===== src/assert_macros.svh =====
// Assertion macros used by the spline evaluator RTL.
`ifndef ASSERT_MACROS_SVH
`define ASSERT_MACROS_SVH

// Same-cycle implication, clocked on clk_i, off during reset.
`define ASSERT_IMPL(label, ante, cons, msg) \
  label: assert property (@(posedge clk_i) disable iff (!rst_ni) (ante) |-> (cons)) \
    else $error(msg);

// Next-cycle implication, clocked on clk_i, off during reset.
`define ASSERT_NEXT(label, ante, cons, msg) \
  label: assert property (@(posedge clk_i) disable iff (!rst_ni) (ante) |=> (cons)) \
    else $error(msg);

`endif


===== src/hse_pkg.sv =====
// Types and constants of the Hermite spline evaluator.
package hse_pkg;

  localparam int FractionBits = 16;
  localparam int TimeW        = 21;
  localparam int SegFieldW    = 5;
  localparam int DataW        = 32;
  localparam int UW           = FractionBits + 1;
  localparam int BasisW       = UW + 4;
  localparam int ProdW        = DataW + BasisW;
  localparam int SumW         = ProdW + 3;

  localparam logic [SegFieldW-1:0] SegReset = SegFieldW'(16);
  localparam logic [UW-1:0]        OneU     = UW'(2 ** FractionBits);

  typedef enum logic {
    FuncWrite = 1'b0,
    FuncEval  = 1'b1
  } hse_func_e;

  typedef logic [UW-1:0]            ufrac_t;
  typedef logic signed [BasisW-1:0] basis_t;
  typedef logic signed [DataW-1:0]  data_t;

  typedef struct packed {
    basis_t h00;
    basis_t h10;
    basis_t h01;
    basis_t h11;
    basis_t d00;
    basis_t d10;
    basis_t d01;
    basis_t d11;
  } hse_basis_t;

  typedef struct packed {
    data_t p0;
    data_t v0;
    data_t p1;
    data_t v1;
  } hse_points_t;

  typedef struct packed {
    logic ld_read;
    logic ld_sq;
    logic ld_cube;
    logic ld_basis;
    logic ld_prod;
    logic ld_out;
  } hse_ctl_t;

endpackage


===== src/hse_basis.sv =====
// Pipeline stages for u squared, u cubed and the eight Hermite basis weights.
module hse_basis import hse_pkg::*; (
  input  logic       clk_i,
  input  hse_ctl_t   ctl_i,
  input  ufrac_t     u_i,
  output hse_basis_t basis_o
);

  localparam int RW = 2 * UW + 1;
  localparam logic [RW-1:0] HalfR = RW'(2 ** (FractionBits - 1));
  localparam basis_t K2   = basis_t'(2);
  localparam basis_t K3   = basis_t'(3);
  localparam basis_t K4   = basis_t'(4);
  localparam basis_t K6   = basis_t'(6);
  localparam basis_t OneB = basis_t'(OneU);

  ufrac_t     u1_q;
  ufrac_t     u2_q;
  ufrac_t     sq2_q;
  ufrac_t     u3_q;
  ufrac_t     sq3_q;
  ufrac_t     cu3_q;
  logic [RW-1:0] sq_w;
  logic [RW-1:0] cu_w;
  basis_t     su;
  basis_t     su2;
  basis_t     su3;
  hse_basis_t basis_d;
  hse_basis_t basis_q;

  assign sq_w = RW'(u1_q) * RW'(u1_q) + HalfR;
  assign cu_w = RW'(sq2_q) * RW'(u2_q) + HalfR;

  assign su  = $signed(BasisW'(u3_q));
  assign su2 = $signed(BasisW'(sq3_q));
  assign su3 = $signed(BasisW'(cu3_q));

  always_comb begin
    basis_d.h00 = K2 * su3 - K3 * su2 + OneB;
    basis_d.h10 = su3 - K2 * su2 + su;
    basis_d.h01 = K3 * su2 - K2 * su3;
    basis_d.h11 = su3 - su2;
    basis_d.d00 = K6 * su2 - K6 * su;
    basis_d.d10 = K3 * su2 - K4 * su + OneB;
    basis_d.d01 = K6 * su - K6 * su2;
    basis_d.d11 = K3 * su2 - K2 * su;
  end

  always_ff @(posedge clk_i) begin
    if (ctl_i.ld_read) begin
      u1_q <= u_i;
    end
    if (ctl_i.ld_sq) begin
      u2_q  <= u1_q;
      sq2_q <= sq_w[FractionBits +: UW];
    end
    if (ctl_i.ld_cube) begin
      u3_q  <= u2_q;
      sq3_q <= sq2_q;
      cu3_q <= cu_w[FractionBits +: UW];
    end
    if (ctl_i.ld_basis) begin
      basis_q <= basis_d;
    end
  end

  assign basis_o = basis_q;

endmodule


===== config.mk =====
export PLATFORM = sky130hd
export DESIGN_NAME = hse_basis
export DESIGN_NICKNAME = d
export VERILOG_FILES = /design/src/assert_macros.svh /design/src/hse_pkg.sv /design/src/hse_basis.sv
export SDC_FILE = /design/constraint.sdc
export NUM_CORES = 2
export LEC_CHECK = 0
export BUFFER_PORTS_ARGS = -buffer_cell sky130_fd_sc_hd__buf_2
export CAP_MARGIN = 15
export CORE_MARGIN = 3
export CORE_UTILIZATION = 45
export DETAILED_ROUTE_END_ITERATION = 16
export GPL_ROUTABILITY_DRIVEN = 0
export PLACE_DENSITY = 0.71
export SLEW_MARGIN = 20
export SYNTH_ARGS = -nofsm -noshare
export SYNTH_HDL_FRONTEND = slang
export SYNTH_SLANG_ARGS = --single-unit
export TNS_END_PERCENT = 1

===== constraint.sdc =====
create_clock -name clk_i -period 12.6 [get_ports clk_i]
set_clock_uncertainty 0.2 [all_clocks]
set_input_delay 2.52 -clock clk_i [delete_from_list [all_inputs] [get_ports clk_i]]
set_output_delay 2.52 -clock clk_i [all_outputs]
set_load 0.005 [all_outputs]

Word level (Yosys, flattened, before mapping)
Index checks and enable logic that the tools add are counted.
Operators by class
  add/sub/neg operators: 13
  $mul: 5
Operator list (count)
  33-bit by 16-bit adder with 33-bit output (second input constant): 2
  17-bit by 17-bit multiplier with 33-bit output: 2
  2-bit by 17-bit multiplier with 19-bit output (first input constant): 3
  21-bit by 18-bit adder with 21-bit output (second input constant): 2
  19-bit by 21-bit subtractor with 21-bit output: 1
  20-bit by 20-bit subtractor with 21-bit output: 1
  21-bit by 19-bit subtractor with 21-bit output: 1
  21-bit by 20-bit subtractor with 21-bit output: 1
  21-bit subtractor: 1
  19-bit by 18-bit adder with 20-bit output: 1
  19-bit by 18-bit subtractor with 20-bit output: 1
  17-bit by 18-bit subtractor with 19-bit output: 1
  17-bit by 17-bit subtractor with 18-bit output: 1
Word-level totals
  bits in registers: 270
  bits of input ports: 24
  output and inout bits: 168
  logic and storage cells: 32

Longest topological paths before layout
  depth in word-level cells: 3
  mapped depth: 25
  mapped depth without buffers: 24

Worst setup path before layout
Ideal clock, no wire load.
  kind: register -> register
  start point: reg u1_q[12]
  end point: reg sq2_q[16], data pin
  library setup time: 260 ps
  data arrival time: 6114 ps
  required time: 12140 ps
  slack: 6026 ps
  cell stages (with the launch flop): 23
  buffers on the path: 2
  clock period less this slack: 6574 ps
  cells stage by stage: edfxtp_1 clkbuf_1 clkbuf_1 nand2_1 fa_1 fa_1 inv_1 fa_1 fa_1 inv_1 fa_1 fa_1 inv_1 ha_1 a2111oi_2 o21ai_1 o21a_1 nor3_2 o22ai_1 o41a_1 a211o_1 a21oi_2 xnor2_1
On the way
  word-level cells in the longest chain between the ends: 2
Ends and longest elaborated chain
  from (decl): line hse_basis.sv:17  | ufrac_t u1_q;
  from (signal assigned): line hse_basis.sv:51  | u1_q <= u_i;
  17-bit by 17-bit multiplier with 33-bit output: line hse_basis.sv:31  | assign sq_w = RW'(u1_q) * RW'(u1_q) + HalfR;
  33-bit by 16-bit adder with 33-bit output: line hse_basis.sv:31
  via sq_w[32]: line hse_basis.sv:23  | logic [RW-1:0] sq_w;
  to (signal assigned): line hse_basis.sv:55  | sq2_q <= sq_w[FractionBits +: UW];
  to (decl): line hse_basis.sv:19  | ufrac_t sq2_q;
The timed path passes the listed nets, and every way through them passes these cells.
A chain may end at the register's enable or synchronous reset.

Worst setup path after layout
  start point: reg u1_q[11]
  end point: reg sq2_q[16], data pin
Same word-level chain as after synthesis.

==> flow_summary.json <==
{
  "avgSynthCellArea_um2": 9.982,
  "layout_common_cells": "inv_1, ha_1, fa_1",
  "post_drt_wl_per_cell_um": 16.64,
  "fillers": 6639,
  "vias": 23410,
  "drtPass1Iterations": 5,
  "worstSetupPathType": "reg2reg",
  "status": "complete, no violations",
  "hold_start": "sq3_q[0]$_DFFE_PP_",
  "grt_first_pass_wirelength_um": 123900,
  "period_needed_ns": 7.268,
  "whs_ns": 0.4309,
  "critPathTopFamily": "adder cells",
  "layout_commonest_cell": "inv_1",
  "yosysSeqAreaShare": 0.2314,
  "r2r_cells": 20,
  "rr_endpoint": "sq2_q[16]$_DFFE_PP_",
  "crit_path_start_kind": "register",
  "top_layer_used": "met5",
  "ant_nets": 0,
  "setup_violations": 0,
  "crit_path_cell_trace": "inv_1 > nor2_1 > fa_1 > fa_1 > fa_1 > fa_1 > fa_1 > inv_1 > fa_1 > inv_1 > ha_1 > a2111oi_2 > o21ai_1 > o21a_1 > nor3_2 > o22ai_1 > o41a_1 > a211o_1 > a21oi_2 > xnor2_1",
  "path_buf_inv": 3,
  "dieArea_um2": 78000,
  "seq_area_um2": 7777,
  "syn_inst": 3367,
  "hp-class": "reg2reg",
  "synth-main-ff-cell": "edfxtp_1",
  "fin_setup_tns_ns": 0,
  "max_cap_viol_count": 0,
  "numPortBuffers": 187,
  "whs_path_depth": 0,
  "synthArstFlopShare": 0,
  "ys_ff_latch": 259,
  "r2r-start": "u1_q[11]$_DFFE_PP_",
  "first_iter_violations": 1331,
  "relSlewSlack": 0.3490,
  "cts_tree": "built",
  "num_rows": 99,
  "drc": 0,
  "cts_hold_buf": 0,
  "multi_input_area_um2": 22930,
  "grt_max_degree": 81,
  "h-tree-depth": 1,
  "syn_to_final_growth_pct": 8.533,
  "drive_gt1_frac": 0.07559,
  "global_route.usage.total": 0.1962,
  "post-route-period-util": 0.5769,
  "min_delay_worst_endpoint": "basis_o[42]$_DFFE_PP_",
  "wl_met2_um": 36160,
  "hold_viol": 0,
  "maxSlewViolCount": 0,
  "die_y_um": 279.3,
  "wirelength_met1_um": 32030,
  "dp_hpwl_um": 59160,
  "rsz0062_at_grt": "false",
  "cts_buffers": 30,
  "dieWidth_um": 279.3,
  "start_util": 0.4575,
  "wirelength_um": 74740,
  "path_clk_slew_ns": 0.06,
  "io-pin-count": 192,
  "root_buffer": "clkbuf_16",
  "vias_per_cell": 5.212,
  "r2r_setup_slack_ns": 5.33,
  "crit_required_ns": 12.73,
  "crit_arrival_ns": 7.40,
  "grt_pass1_vias": 24780,
  "syn_area_um2": 33610,
  "slowest_delay_ns": 0.84,
  "cp-end-kind": "register",
  "cts_resized": 0,
  "fmax_mhz": 137.6,
  "ys_types": 66,
  "cts_setup_buffers": 0,
  "crit_top_cell": "fa_1",
  "slowest_stage": "edfxtp_1",
  "layout.nets": 4409,
  "setup.worst_path.start": "u1_q[11]$_DFFE_PP_",
  "worst_pin_slew_ns": 0.9765,
  "core_area_um2": 73450,
  "clock_latency_ns": 0.60,
  "dr_wl_met3_um": 4309,
  "ys_warn_count": 0,
  "cts_sinks": 259,
  "cp_max_fo": 15,
  "antenna_found_initial": 2,
  "ctsLongestPathBuffers": 3,
  "synth_edf_count": 259,
  "overflow": 0
}
layer usage:
layer / global-route usage / vias up
li1: - / 11130
met1: 0.2577 / 11490
met2: 0.3414 / 643
met3: 0.02400 / 143
met4: 0.05670 / 4
met5: 0 / -
stage by stage:
| step | cell area (um^2) | util | setup slack, ns | instances |
|---|---|---|---|---|
| CTS | 36470 | 0.4965 | 5.291 | 4491 |
| floorplan | 33610 | - | 6.026 | 3368 |
| finish | 36480 | 0.4966 | 5.332 | 4492 |
| global route | 36470 | 0.4966 | 4.897 | 4491 |
| detailed placement | 35430 | 0.4824 | 5.295 | 4436 |
| global placement | 35430 | 0.4824 | 5.318 | 4436 |
cells by family (layout without fill, tap and decap cells):
logic type / Yosys count / in the layout / synth area share
xor+xnor: 200 / 200 / 0.05212
other cells: 1 / 3 / 0.0001116
compound gates: 445 / 445 / 0.08738
buf+inv: 762 / 926 / 0.08633
simple gates: 821 / 821 / 0.1202
fa+ha+maj: 876 / 876 / 0.4215
flops: 259 / 259 / 0.2314
mux: 3 / 3 / 0.0009307
Yosys cell counts, types with 6 or more instances:
| library cell | number | area [um^2] |
|---|---|---|
| or3_1 | 10 | 62.56 |
| a31oi_1 | 12 | 75.07 |
| and3_1 | 19 | 118.9 |
| nand4_1 | 8 | 50.05 |
| clkbuf_1 | 68 | 255.2 |
| a221oi_1 | 6 | 52.55 |
| nor2b_1 | 42 | 262.8 |
| or2_2 | 10 | 62.56 |
| a21o_1 | 62 | 465.5 |
| xor2_1 | 55 | 481.7 |
| nor2_1 | 133 | 499.2 |
| nand3_1 | 25 | 125.1 |
| fa_1 | 427 | 8548 |
| nand2_1 | 284 | 1066 |
| edfxtp_1 | 259 | 7777 |
| o21bai_1 | 18 | 135.1 |
| inv_1 | 681 | 2556 |
| buf_4 | 11 | 82.58 |
| o31a_1 | 7 | 61.31 |
| nand2b_1 | 23 | 143.9 |
| nor3_1 | 40 | 200.2 |
| o21a_1 | 38 | 285.3 |
| ha_1 | 449 | 5618 |
| and2_1 | 210 | 1314 |
| xnor2_1 | 145 | 1270 |
| o21ai_0 | 83 | 415.4 |
| a21boi_0 | 12 | 90.09 |
| a211oi_1 | 15 | 112.6 |
| a21oi_1 | 123 | 615.6 |
| o22ai_1 | 7 | 43.79 |
worst register-to-register path, stage by stage, from the launching register on:
cell,delay (ns)
edfxtp_1,0.84
inv_1,0.36
nor2_1,0.35
fa_1,0.48
fa_1,0.58
fa_1,0.44
fa_1,0.42
fa_1,0.52
inv_1,0.05
fa_1,0.47
inv_1,0.04
ha_1,0.21
a2111oi_2,0.33
o21ai_1,0.10
o21a_1,0.13
nor3_2,0.35
o22ai_1,0.21
o41a_1,0.41
a211o_1,0.32
a21oi_2,0.16
xnor2_1,0.07
flip-flops by register name, indices dropped and copies added (netlist names):
register / count
sq2_q: 17
sq3_q: 17
u3_q: 17
u1_q: 17
cu3_q: 17
u2_q: 17
basis_o: 157
area by class of cell:
type                    count  share of cell area
inverters                 681             0.07008
clock buffers              32             0.02079
well taps                 959             0.03290
clock inverters            23            0.007718
flip-flops and latches    259              0.2132
multi-input cells        2347              0.6287
repair buffers            190             0.02652
diodes                      1          0.00006860
how the worst max path moves through the flow:
stage	depth (start not counted)	endpoint
global placement	20	sq2_q[16]$_DFFE_PP_
floorplan	22	sq2_q[16]$_DFFE_PP_
detailed placement	20	sq2_q[16]$_DFFE_PP_
CTS	20	sq2_q[16]$_DFFE_PP_
finish	20	sq2_q[16]$_DFFE_PP_
global route	20	sq2_q[16]$_DFFE_PP_
Power is not shown: default switching activity piles up to over one toggle a cycle in this logic, so the estimate is an artifact.
